--- config.mk ---
export PLATFORM = sky130hd
export DESIGN_NAME = pulse_range_calibrator_top
export DESIGN_NICKNAME = d
export VERILOG_FILES = /design/src/hw/rtl/prc_pkg.sv /design/src/hw/rtl/pulse_range_calibrator_top.sv /design/src/hw/rtl/prc_chan_update.sv
export SDC_FILE = /design/constraint.sdc
export NUM_CORES = 1
export LEC_CHECK = 0
export BUFFER_PORTS_ARGS = -buffer_cell sky130_fd_sc_hd__buf_2
export CAP_MARGIN = 20
export CORE_MARGIN = 2
export CORE_UTILIZATION = 35
export CTS_BUF_LIST = sky130_fd_sc_hd__clkbuf_4 sky130_fd_sc_hd__clkbuf_8 sky130_fd_sc_hd__clkbuf_16
export DETAILED_ROUTE_END_ITERATION = 8
export GPL_ROUTABILITY_DRIVEN = 0
export HOLD_SLACK_MARGIN = 0.12
export MAX_ROUTING_LAYER = met4
export PLACE_DENSITY = 0.56
export SETUP_SLACK_MARGIN = 0.15
export SLEW_MARGIN = 10
export SYNTH_ARGS = -nofsm -noshare
export SYNTH_HDL_FRONTEND = slang
export SYNTH_SLANG_ARGS = --single-unit
--- constraint.sdc ---
create_clock -name clk -period 24.1 [get_ports clk]
set_input_delay 7.23 -clock clk [delete_from_list [all_inputs] [get_ports clk]]
set_output_delay 7.23 -clock clk [all_outputs]
set_load 0.01 [all_outputs]
--- src/hw/rtl/prc_pkg.sv ---
// Package for the pulse range calibrator: widths, action codes and the
// per-channel state record. Used by prc_chan_update and the top level.
package prc_pkg;

  localparam int NUM_CHANNELS = 2;
  localparam int CH_W         = 1;
  localparam int PW_W         = 16;

  localparam logic [PW_W-1:0] DEADBAND_RESET = 16'd50;

  localparam logic ACT_START  = 1'b0;
  localparam logic ACT_SAMPLE = 1'b1;

  typedef struct packed {
    logic            in_prog;
    logic            first;
    logic [PW_W-1:0] wmin;
    logic [PW_W-1:0] wmid;
    logic [PW_W-1:0] wmax;
    logic [PW_W-1:0] smin;
    logic [PW_W-1:0] smid;
    logic [PW_W-1:0] smax;
  } chan_state_t;

  typedef struct packed {
    logic start_acc;
    logic done;
  } step_flags_t;

endpackage

--- src/hw/rtl/pulse_range_calibrator_top.sv ---
// Top level of the pulse range calibrator: input register, channel update
// and result register. Depends on prc_pkg and prc_chan_update.

// Each transfer on the input channel names a channel and either starts
// calibration (pulse nonzero arms it) or presents one pulse sample; exactly
// one result follows per item. The block takes one item per cycle unless the
// output stalls: an item waits in the input register, then the per-channel
// state is read and rewritten as the item moves into the result register,
// so back-to-back items on the same channel see each other's updates.
// in_ready drops only while both registers are full and out_ready is low.
// The deadband register resets to 50 and is written through the cfg
// channel, which is always ready; write it only while idle.
module pulse_range_calibrator_top (
  input  logic                     clk,
  input  logic                     rst_n,
  input  logic                     cfg_valid,
  output logic                     cfg_ready,
  input  logic [prc_pkg::PW_W-1:0] cfg_deadband,
  input  logic                     in_valid,
  output logic                     in_ready,
  input  logic                     in_action,
  input  logic [prc_pkg::CH_W-1:0] in_channel,
  input  logic [prc_pkg::PW_W-1:0] in_pulse_width,
  output logic                     out_valid,
  input  logic                     out_ready,
  output logic                     out_start_accepted,
  output logic                     out_busy_res,
  output logic                     out_finished_now,
  output logic [prc_pkg::PW_W-1:0] out_stored_min,
  output logic [prc_pkg::PW_W-1:0] out_stored_mid,
  output logic [prc_pkg::PW_W-1:0] out_stored_max
);

  logic [prc_pkg::PW_W-1:0] deadband_r;

  logic                     s1_valid_r;
  logic                     s1_action_r;
  logic [prc_pkg::CH_W-1:0] s1_channel_r;
  logic [prc_pkg::PW_W-1:0] s1_pulse_r;

  prc_pkg::chan_state_t     chan_r [prc_pkg::NUM_CHANNELS];
  prc_pkg::chan_state_t     cur;
  prc_pkg::chan_state_t     chan_nxt;
  prc_pkg::step_flags_t     flags;

  logic                     out_valid_r;
  logic                     out_start_r;
  logic                     out_busy_r;
  logic                     out_done_r;
  logic [prc_pkg::PW_W-1:0] out_min_r;
  logic [prc_pkg::PW_W-1:0] out_mid_r;
  logic [prc_pkg::PW_W-1:0] out_max_r;

  logic                     advance;
  logic                     ch_ok;

  assign cfg_ready = 1'b1;

  always_ff @(posedge clk) begin
    if (!rst_n) begin
      deadband_r <= prc_pkg::DEADBAND_RESET;
    end else if (cfg_valid && cfg_ready) begin
      deadband_r <= cfg_deadband;
    end
  end

  assign advance  = !out_valid_r || out_ready;
  assign in_ready = !s1_valid_r || advance;

  always_ff @(posedge clk) begin
    if (!rst_n) begin
      s1_valid_r <= 1'b0;
    end else if (in_ready) begin
      s1_valid_r <= in_valid;
    end
  end

  always_ff @(posedge clk) begin
    if (in_ready && in_valid) begin
      s1_action_r  <= in_action;
      s1_channel_r <= in_channel;
      s1_pulse_r   <= in_pulse_width;
    end
  end

  assign ch_ok = (int'(s1_channel_r) < prc_pkg::NUM_CHANNELS);
  assign cur   = ch_ok ? chan_r[s1_channel_r] : '0;

  prc_chan_update u_update (
    .cur      (cur),
    .action   (s1_action_r),
    .pulse    (s1_pulse_r),
    .deadband (deadband_r),
    .nxt      (chan_nxt),
    .flags    (flags)
  );

  // commit channel state as the item moves into the result register
  always_ff @(posedge clk) begin
    if (!rst_n) begin
      for (int i = 0; i < prc_pkg::NUM_CHANNELS; i++) begin
        chan_r[i] <= '0;
      end
    end else if (s1_valid_r && advance && ch_ok) begin
      chan_r[s1_channel_r] <= chan_nxt;
    end
  end

  always_ff @(posedge clk) begin
    if (!rst_n) begin
      out_valid_r <= 1'b0;
    end else if (advance) begin
      out_valid_r <= s1_valid_r;
    end
  end

  always_ff @(posedge clk) begin
    if (advance && s1_valid_r) begin
      out_start_r <= ch_ok && flags.start_acc;
      out_busy_r  <= ch_ok && chan_nxt.in_prog;
      out_done_r  <= ch_ok && flags.done;
      out_min_r   <= ch_ok ? chan_nxt.smin : '0;
      out_mid_r   <= ch_ok ? chan_nxt.smid : '0;
      out_max_r   <= ch_ok ? chan_nxt.smax : '0;
    end
  end

  assign out_valid          = out_valid_r;
  assign out_start_accepted = out_start_r;
  assign out_busy_res       = out_busy_r;
  assign out_finished_now   = out_done_r;
  assign out_stored_min     = out_min_r;
  assign out_stored_mid     = out_mid_r;
  assign out_stored_max     = out_max_r;

  a_done_not_busy: assert property (@(posedge clk) disable iff (!rst_n)
    out_valid_r && out_done_r |-> !out_busy_r)
    else $error("finished item still reports busy");

  a_start_busy: assert property (@(posedge clk) disable iff (!rst_n)
    out_valid_r && out_start_r |-> out_busy_r)
    else $error("accepted start left channel idle");

  a_done_order: assert property (@(posedge clk) disable iff (!rst_n)
    out_valid_r && out_done_r |-> (out_min_r < out_mid_r) && (out_mid_r < out_max_r))
    else $error("stored calibration not ordered min < mid < max");

  a_stall_cause: assert property (@(posedge clk) disable iff (!rst_n)
    !in_ready |-> s1_valid_r && out_valid_r && !out_ready)
    else $error("input stalled without a full pipeline");

endmodule

--- src/hw/rtl/prc_chan_update.sv ---
// Next-state logic for one channel's calibration record.
// Depends on prc_pkg for the state record and action codes.
module prc_chan_update (
  input  prc_pkg::chan_state_t     cur,
  input  logic                     action,
  input  logic [prc_pkg::PW_W-1:0] pulse,
  input  logic [prc_pkg::PW_W-1:0] deadband,
  output prc_pkg::chan_state_t     nxt,
  output prc_pkg::step_flags_t     flags
);

  // 18-bit signed copies so mid +/- deadband never overflows
  logic signed [prc_pkg::PW_W+1:0] p_s;
  logic signed [prc_pkg::PW_W+1:0] mid_s;
  logic signed [prc_pkg::PW_W+1:0] db_s;
  logic signed [prc_pkg::PW_W+1:0] upper_s;
  logic signed [prc_pkg::PW_W+1:0] lower_s;
  logic                            above;
  logic                            below;
  logic                            near_mid;
  logic [prc_pkg::PW_W-1:0]        new_min;
  logic [prc_pkg::PW_W-1:0]        new_max;

  assign p_s     = signed'({2'b00, pulse});
  assign mid_s   = signed'({2'b00, cur.wmid});
  assign db_s    = signed'({2'b00, deadband});
  assign upper_s = mid_s + db_s;
  assign lower_s = mid_s - db_s;

  assign above    = (p_s > upper_s) && (pulse > cur.wmax);
  assign below    = (p_s < lower_s) && (pulse < cur.wmin);
  assign near_mid = (p_s < upper_s) && (p_s > lower_s);
  assign new_max  = above ? pulse : cur.wmax;
  assign new_min  = below ? pulse : cur.wmin;

  always_comb begin
    nxt   = cur;
    flags = '0;
    case (action)
      prc_pkg::ACT_START: begin
        if (pulse != '0) begin
          nxt.in_prog     = 1'b1;
          nxt.first       = 1'b1;
          flags.start_acc = 1'b1;
        end
      end
      prc_pkg::ACT_SAMPLE: begin
        if (cur.in_prog) begin
          if (cur.first) begin
            nxt.wmin  = pulse;
            nxt.wmid  = pulse;
            nxt.wmax  = pulse;
            nxt.first = 1'b0;
          end else begin
            nxt.wmin = new_min;
            nxt.wmax = new_max;
            // both extremes seen and back near center: store and finish
            if ((new_min < cur.wmid) && (new_max > cur.wmid) && near_mid) begin
              nxt.smin    = new_min;
              nxt.smid    = cur.wmid;
              nxt.smax    = new_max;
              nxt.in_prog = 1'b0;
              flags.done  = 1'b1;
            end
          end
        end
      end
      default: begin
        nxt = cur;
      end
    endcase
  end

endmodule

# Word level (Yosys, flattened, before mapping)
# Memory sizes are Yosys's and may differ from the RTL's. A register that Yosys moved wholly into a read port is not among the register bits.
# Cells that the tools add are included.
[classes]
magnitude_cmp = 8
add_sub_neg = 2
bitwise_logic = 2
muxes = 23
n_reduce_logical = 14
[ops]
columns = ["operator", "n"]
rows = [
  ["2-to-1 mux 98 bit", 2],
  ["OR reduction 98 bit", 1],
  ["2-to-1 mux 48 bit", 2],
  ["2-to-1 mux 96 bit", 1],
  ["2-to-1 mux 16 bit", 5],
  ["greater-than comparator 17 x 18 -> 1 bit", 2],
  ["< comparator 17 x 18 -> 1 bit", 2],
  ["greater-than comparator 16 bit", 2],
  ["< comparator 16 bit", 2],
  ["adder 16 x 16 -> 17 bit", 1],
  ["subtractor 16 x 16 -> 17 bit", 1],
  ["nonzero test 16 bit", 1],
  ["2-to-1 mux 1 bit", 11],
  ["logical AND 1 bit", 7],
  ["case mux 2 bit (2 select lines)", 1],
  ["OR reduction 3 bit", 1],
  ["logical NOT 1 bit", 2],
  ["logical OR 1 bit", 2],
  ["2-to-1 mux 2 bit", 1],
  ["NOT 1 bit", 2],
]
[word_totals]
ff_bits = 87
out_inout_bits = 54
inputBits = 39
mem_bits_rw = 196
elab_cells = 62
n_memories = 1
[memory_table]
columns = ["name", "depth", "width", "rd", "rd_ports_with_merged_regs", "wr", "line", "rtl"]
rows = [
  ["chan_r", 2, 98, 1, 1, 2, "pulse_range_calibrator_top.sv:41", "prc_pkg::chan_state_t chan_r [prc_pkg::NUM_CHANNELS];"],
]

# Depth between registers and ports, before layout
# Gate-level depths: netlist of run 1.
[logic_depth]
word_depth = 12
ltp_mapped = 40
depth_no_buf = 32

# By module
# From an unflattened synthesis of run 1, not the netlist that was laid out.
[hier_totals]
cells_unflattened = 1391
area_unflattened_um2 = 18611.6
[modules_own_cells]
columns = ["module", "area_each_um2", "instances", "seq_area_each_um2", "cells_each"]
rows = [
  ["pulse_range_calibrator_top", 13271.5, 1, 8338.0, 707],
  ["prc_chan_update", 5340.1, 1, 0.0, 684],
]

# Least setup slack after synthesis of run 1
# Ideal clock, no wire load.
[synth_timing]
path_kind = "input to output"
startpoint = "in out_ready"
endpoint = "out in_ready"
cell_stages = 2
setup_slack_ps = 9324
required_ps = 16870
arrival_ps = 7546
n_path_buf = 0
path_cell_list = "nor2b_1 nand2_1"
[synth_between]
elab_chain_len = 2
[synth_lines]
columns = ["item", "line", "rtl"]
rows = [
  ["start, declared", "pulse_range_calibrator_top.sv:25", "input logic out_ready,"],
  ["logical OR 1 bit", "pulse_range_calibrator_top.sv:67", "assign advance = !out_valid_r || out_ready;"],
  ["logical OR 1 bit", "pulse_range_calibrator_top.sv:68", "assign in_ready = !s1_valid_r || advance;"],
  ["end, declared", "pulse_range_calibrator_top.sv:20", "output logic in_ready,"],
]
# No other way between the ends.

# Worst setup path after layout of run 1
# Same ends and word-level chain as after synthesis.

==> run summary, run 1 <==
=================================================================================
Post-route DRC                                                                  0
Sum of routed wire segments on met1                                      20000 um
Detailed-router iteration count before antenna repair                           5
Highest clock frequency the design can meet                              66.1 MHz
Hold Path Cell Cnt                                                              2
Number of max-slew violations in the final report                               0
Hold Buf Count CTS                                                              0
Horiz. Die Dim                                                             222 um
Static leakage                                                            7.48 nW
Clock net sink count                                                          284
Class of the most critical hold timing path                          register to register
Worst hold slack                                                           508 ps
Boundary Pins                                                                  93
Largest net degree at the start of global routing                              98
Final period demand of the worst path                                    15130 ps
Total non-filler cell area in the finished layout                       18700 um2
Crit Path Category                                                   input pin to output pin
Largest fanout of any net on the critical path                                  4
Number of synthesized flops with an enable pin                                265
Layout net count                                                             1681
Final total negative setup slack                                             0 ps
Die extent in y                                                            222 um
Worst setup EP type                                                    output pin
Worst-case headroom to the max-slew limit                                   28.4%
Layout cell share with drive strength beyond 1                              17.9%
Total cell area at the placement stage                                  17600 um2
Peak supply drop                                                          38.8 uV
Deepest level of the CTS H-tree                                                 2
Overall via count from detail_route                                         11.8k
Post-route antenna net violation count                                          0
Pwr Density                                                           75.6 nW/um2
Startpoint types                                                        input pin
Number of DRC markers after the initial detailed-route iteration              766
Full die area                                                           49300 um2
Uppermost layer routed                                                       met4
Minimum setup slack after placement                                       8970 ps
Sequential-to-total area share from yosys stat                              50.1%
Synthesized area per cell                                                11.4 um2
Initial core utilization                                                    35.6%
Met2 layer wire length in the routed design                              21200 um
Combined global-route utilization of all metal layers                       18.7%
Ys Warns                                                                        0
Core ar.                                                                46800 um2
Detail Placement HPWL                                                    29500 um
Cells after Synth                                                            1456
Insertion delay of the later-clocked pin in the worst-skew pair            550 ps
Register clock-pin slew on the reported worst setup and hold paths          60 ps
Async SR Flop Fraction                                                         0%
Routed wire length per instance                                           21.0 um
Via count of the first global-routing pass                                  11.6k
First-pass GRT wire length                                               68700 um
Total of flip-flops plus latches after synthesis                              284
Total count of hold-check failures in the final report                          0
Slew of the pin with the lowest slew margin                               1070 ps
Master cell of the clock root buffer                                    clkbuf_16
Worst Path Required                                                      16870 ps
Average via count per standard cell                                          5.52
Count of inserted antenna diode cells                                           0
Post-synthesis instance area                                            16700 um2
Number of max-capacitance violations reported                                   0
Congestion Overflow GR                                                          0
Arrival time reported for the critical path endpoint                      7900 ps
Unrepaired setup endpoints after global routing                                no
Antenna violations before repair                                                0
Area delta synth->final                                                     12.3%
Top_reg_cell synth                                                       edfxtp_1
Worst clock skew on the final layout                                      16.8 ps
Count of cells along the worst register-to-register path                       31
Final critical-path setup slack                                           8970 ps
Metal3 WL                                                                 2050 um
Maximum clock insertion buffer count                                            3
Distinct cells, synth                                                          72
Final WL                                                                 44900 um
Status                                                               finished, final reports clean
Number of endpoints failing setup at the final stage                            0
Post-CTS Setup Repair Bufs                                                      0
Count of instances resized after the clock tree is built                        0
Number of nets in the synthesized netlist                                    1623
Final worst-path cycle share                                                62.8%
TritonCTS clock tree                                                        built
Cts bufs inserted                                                              36
# rows                                                                         79
Count of buffers inserted at the top-level ports                               91
=================================================================================
[cells in the mapped netlist, types with 9 or more instances]
| cell type | n | area share, % |
|---|---|---|
| o21ai_2 | 11 | 0.58 |
| nand4_1 | 15 | 0.56 |
| nor2b_1 | 16 | 0.60 |
| nor3_2 | 10 | 0.60 |
| a211oi_1 | 94 | 4.2 |
| nor2_1 | 97 | 2.2 |
| nor3_1 | 86 | 2.6 |
| nand2_1 | 45 | 1.0 |
| nand3_1 | 15 | 0.45 |
| a21o_1 | 16 | 0.72 |
| inv_1 | 86 | 1.9 |
| buf_6 | 9 | 0.61 |
| mux2i_1 | 93 | 5.6 |
| ha_1 | 126 | 9.5 |
| mux2_2 | 51 | 3.4 |
| buf_4 | 12 | 0.54 |
| xnor2_1 | 20 | 1.1 |
| edfxtp_1 | 265 | 48 |
| o21ai_0 | 52 | 1.6 |
| a211oi_2 | 9 | 0.68 |
| clkbuf_1 | 41 | 0.92 |
| a21boi_0 | 15 | 0.68 |
| dfxtp_1 | 19 | 2.3 |
| a21oi_2 | 9 | 0.47 |
| buf_2 | 21 | 0.63 |
| a21oi_1 | 103 | 3.1 |
[flip-flops by register name, summed over array words and instances, names as in the netlist, 16 cells and up, named ones only]
signal,flops
chan_r,196
deadband_r,16
out_stored_max,16
out_stored_mid,16
out_stored_min,16
s1_pulse_r,16
[stage by stage]
stage	utilization, %	instances	power, mW
after floorplan	-	1456	0.815
after global placement	37.6	2082	0.894
after detailed placement	37.6	2083	0.903
after CTS	40.0	2144	1.43
after global routing	40.0	2144	1.48
final	40.0	2144	1.41
[layout make-up]
type / count / area (um2)
Clock buffer: 44 / 978
Clock inverter: 17 / 158
Fill cell: 4487 / 28000
Inverter: 89 / 334
Multi-Input combinational cell: 994 / 7540
Sequential cell: 284 / 8340
Tap cell: 607 / 759
Timing Repair Buffer: 109 / 594
[critical path, cell delays in order]
cell and delay, ps:
buf_2 90, nor2b_1 310, nand2_1 110, buf_2 150
[worst paths after layout]
kind | from | end | slack [ps]
min reg2reg | deadband_r[5] | deadband_r[5] | 510
max reg2reg | register | out_stored_max[5] | 11730
min | deadband_r[5] | deadband_r[5] | 510
max | out_ready | in_ready | 8970
[metal layers]
metal / vias to the layer above / global-route usage (%)
met5: - / -
met4: 0 / 7.41
met3: 110 / 3.38
met2: 303 / 29.7
met1: 5779 / 23.6
li1: 5649 / -
[cell usage in the layout (no fill, tap or decap), types with 9 or more instances in the layout]
| cell | synthesis | routed |
|---|---|---|
| a21o_1 | 16 | 16 |
| nor3_1 | 86 | 86 |
| o21ai_2 | 11 | 11 |
| a21boi_0 | 15 | 15 |
| buf_4 | 12 | 17 |
| a21oi_2 | 9 | 9 |
| nor2_1 | 97 | 97 |
| dfxtp_1 | 19 | 18 |
| ha_1 | 126 | 126 |
| nand3_1 | 15 | 14 |
| nor3_2 | 10 | 10 |
| nand2_1 | 45 | 43 |
| a211oi_1 | 94 | 94 |
| nand4_1 | 15 | 15 |
| a211oi_2 | 9 | 9 |
| xnor2_1 | 20 | 20 |
| mux2_2 | 51 | 51 |
| mux2i_1 | 93 | 93 |
| buf_2 | 21 | 91 |
| edfxtp_1 | 265 | 265 |
| nor2b_1 | 16 | 15 |
| inv_1 | 86 | 86 |
| clkbuf_16 | 0 | 37 |
| o21ai_0 | 52 | 51 |
| a21oi_1 | 103 | 103 |
[report_power, final]
part	internal [mW]	total, mW	switching [mW]
sequential	0.570	0.584	0.0146
clock	0.311	0.520	0.209
combinational	0.114	0.310	0.196
[logic make-up after synthesis]
group / count (synthesis) / synth area share, %
compound gates: 372 / 15.1
xor+xnor: 26 / 1.37
fa+ha+maj: 128 / 9.71
buf+inv: 178 / 4.85
flops: 284 / 50.1
mux: 147 / 9.36
other cells: 1 / 0.0225
simple gates: 320 / 9.51
Note: power is estimated with default switching activity, not from simulation.
==> run 2: changes to the inputs <==
--- a/config.mk
+++ b/config.mk
@@ -14,7 +14,7 @@
 export GPL_ROUTABILITY_DRIVEN = 0
 export HOLD_SLACK_MARGIN = 0.12
 export MAX_ROUTING_LAYER = met4
-export PLACE_DENSITY = 0.56
+export PLACE_DENSITY = 0.57
 export SETUP_SLACK_MARGIN = 0.15
 export SLEW_MARGIN = 10
 export SYNTH_ARGS = -nofsm -noshare
==> constraint.sdc (replaced) <==
create_clock -name clk -period 12.73 [get_ports clk]
set_input_delay 3.819 -clock clk [delete_from_list [all_inputs] [get_ports clk]]
set_output_delay 3.819 -clock clk [all_outputs]
set_load 0.01 [all_outputs]
==> run 2 against run 1 <==
Cell count is essentially flat. Hold slack better by 2.1 ps. Sequential share of layout area is 0.075 points higher. Routed wire length is 3.2% higher. Cell area shrank 0.17%. Power rose by 89%. Clock power grew 88%. Clock-buffer cell count unchanged. Combinational power up 89%. Via count is essentially flat. First-iteration DRC count grew 20%. Critical path type is now register to register. Largest cell class unchanged.
==> run summary, run 2 (synthesis results as in run 1) <==
=================================================================================
Largest fanout of any net on the critical path                                 97   +93
Deepest level of the CTS H-tree                                                 2   unchanged
Post-route antenna net violation count                                          0   unchanged
TritonCTS clock tree                                                        built
Delay of the slowest cell on the worst path                                980 ps   +670 ps
Most frequent cells in the layout                                    edfxtp_1, ha_1, a21oi_1
Number of max-capacitance violations reported                                   0   unchanged
Cts bufs inserted                                                              34   -5.6%
Worst setup EP type                                                      register
Detail Placement HPWL                                                    30300 um   +2.8%
Die extent in y                                                            222 um   unchanged
Crit Path Category                                                   register to register
Final WL                                                                 46400 um   +3.2%
Core ar.                                                                46800 um2   unchanged
Slew of the pin with the lowest slew margin                               1100 ps   +28.7 ps
Area delta synth->final                                                     12.2%
Highest clock frequency the design can meet                              90.9 MHz
Startpoint types                                                         register
Count of instances resized after the clock tree is built                        0   unchanged
Status                                                               finished, final reports clean
Static leakage                                                            7.47 nW   about the same
Overall via count from detail_route                                         11.8k   -0.042%
Number of max-slew violations in the final report                               0   unchanged
Area of the multi-input gates                                            7540 um2   unchanged
Pwr Density                                                            143 nW/um2   +89%
Number of DRC markers after the initial detailed-route iteration              919   +20%
Max FFs per register                                                          196   unchanged
Total area of sequential cells                                           8340 um2   unchanged
Layout cell share with drive strength beyond 1                              17.7%   -0.17 points
Horiz. Die Dim                                                             222 um   unchanged
Leading cell type in the layout, fill and taps excluded                  edfxtp_1
First-pass GRT wire length                                               70600 um   +2.8%
Slowest cell on crit path                                                   inv_2
Hold Buf Count CTS                                                              0   unchanged
Arrival time reported for the critical path endpoint                     11250 ps   +3350 ps
Worst-case headroom to the max-slew limit                                   26.5%   -1.9 points
Worst reg2reg endpoint                                               chan_r[0][11]
Worst clock skew on the final layout                                      19.9 ps   +3.18 ps
Final critical-path setup slack                                           1730 ps   -7240 ps
Post-CTS Setup Repair Bufs                                                      0   unchanged
Maximum clock insertion buffer count                                            3   unchanged
Critical Path Most Common Cell                                               ha_1
Congestion Overflow GR                                                          0   unchanged
Total cell area at the placement stage                                  17600 um2   unchanged
Average via count per standard cell                                          5.53   about the same
Power consumption                                                         2.67 mW   +89%
Sum of routed wire segments on met1                                      20600 um   +2.6%
Antenna violations before repair                                                0   unchanged
Initial core utilization                                                    35.6%   unchanged
Master cell of the clock root buffer                                    clkbuf_16
Count of buffers inserted at the top-level ports                               91   unchanged
Uppermost layer routed                                                       met4
Combined global-route utilization of all metal layers                       19.2%   +0.55 points
Insertion delay of the later-clocked pin in the worst-skew pair            550 ps   about the same
Unrepaired setup endpoints after global routing                                no
Peak supply drop                                                          80.7 uV   +110%
Final period demand of the worst path                                    11000 ps
# rows                                                                         79   unchanged
Final total negative setup slack                                             0 ps   unchanged
Hold Path Cell Cnt                                                              2   unchanged
Detailed-router iteration count before antenna repair                           5   unchanged
Layout filler cell count                                                     4473   -0.31%
Capture point of the worst path                                      chan_r[0][11]
Largest net degree at the start of global routing                              98   unchanged
Count of inserted antenna diode cells                                           0   unchanged
Metal3 WL                                                                 2020 um   -1.9%
Total count of hold-check failures in the final report                          0   unchanged
Post-route DRC                                                                  0   unchanged
Layout net count                                                             1679   -0.12%
Total non-filler cell area in the finished layout                       18700 um2   -0.17%
Worst Path Required                                                      12980 ps   -3890 ps
Register ranked first by flip-flop count                                   chan_r
Clock net sink count                                                          284   unchanged
Met2 layer wire length in the routed design                              22100 um   +4.5%
Boundary Pins                                                                  93   unchanged
Minimum setup slack after placement                                       1890 ps   -7080 ps
Class of the most critical hold timing path                          register to register
Number of endpoints failing setup at the final stage                            0   unchanged
Full die area                                                           49300 um2   unchanged
Worst reg2reg setup slack                                                 1730 ps   -10000 ps
Register clock-pin slew on the reported worst setup and hold paths          60 ps   about the same
Worst hold slack                                                           510 ps   +2.10 ps
Final worst-path cycle share                                                86.4%
Count of cells along the worst register-to-register path                       30   -3.2%
Routed wire length per instance                                           21.7 um   +3.3%
Via count of the first global-routing pass                                  11.6k   +0.23%
=================================================================================
-- run 2: layout make-up --
| class | instances | share of cell area, % |
|---|---|---|
| multi-input cells | 994 | 40.4 |
| repair buffers | 109 | 3.18 |
| flip-flops and latches | 284 | 44.7 |
| clock inverters | 15 | 0.864 |
| clock buffers | 44 | 5.05 |
| well taps | 607 | 4.07 |
| inverters | 89 | 1.79 |
-- run 2: worst min-delay path by stage --
stage / startpoint / endpoint / slack (ps)
after floorplan: s1_valid_r / out_valid / 480
after global placement: deadband_r[5] / deadband_r[5] / 490
after detailed placement: s1_valid_r / out_valid / 510
after CTS: deadband_r[4] / deadband_r[4] / 520
after global routing: s1_valid_r / out_valid / 550
final: deadband_r[4] / deadband_r[4] / 510
-- run 2: per-layer routing --
metal	GRT usage (%)	up-vias
met2	30.9	320
met5	-	-
met1	24.4	5777
met4	7.52	0
met3	3.02	98
li1	-	5641
-- run 2: critical path: cells and delay by family (launching register included) --
family / cells / cell delay (ps)
adders and majority gates: 3 / 940
buffers and inverters: 3 / 1300
DFF: 1 / 970
AOI/OAI and AO/OA: 14 / 3410
and+or+nand+nor: 9 / 3370
muxes: 1 / 640
-- run 2: metrics by stage --
stage,instances,util [%]
floorplan,1456,-
global placement,2082,37.6
detailed placement,2083,37.6
CTS,2142,39.9
global route,2142,39.9
finish,2142,39.9
-- run 2: where the power goes --
group	leakage [nW]	internal (mW)	switching [mW]
Clock	0.552	0.587	0.392
Combinational	4.06	0.215	0.373
Sequential	2.86	1.08	0.0304
Total	7.47	1.88	0.795
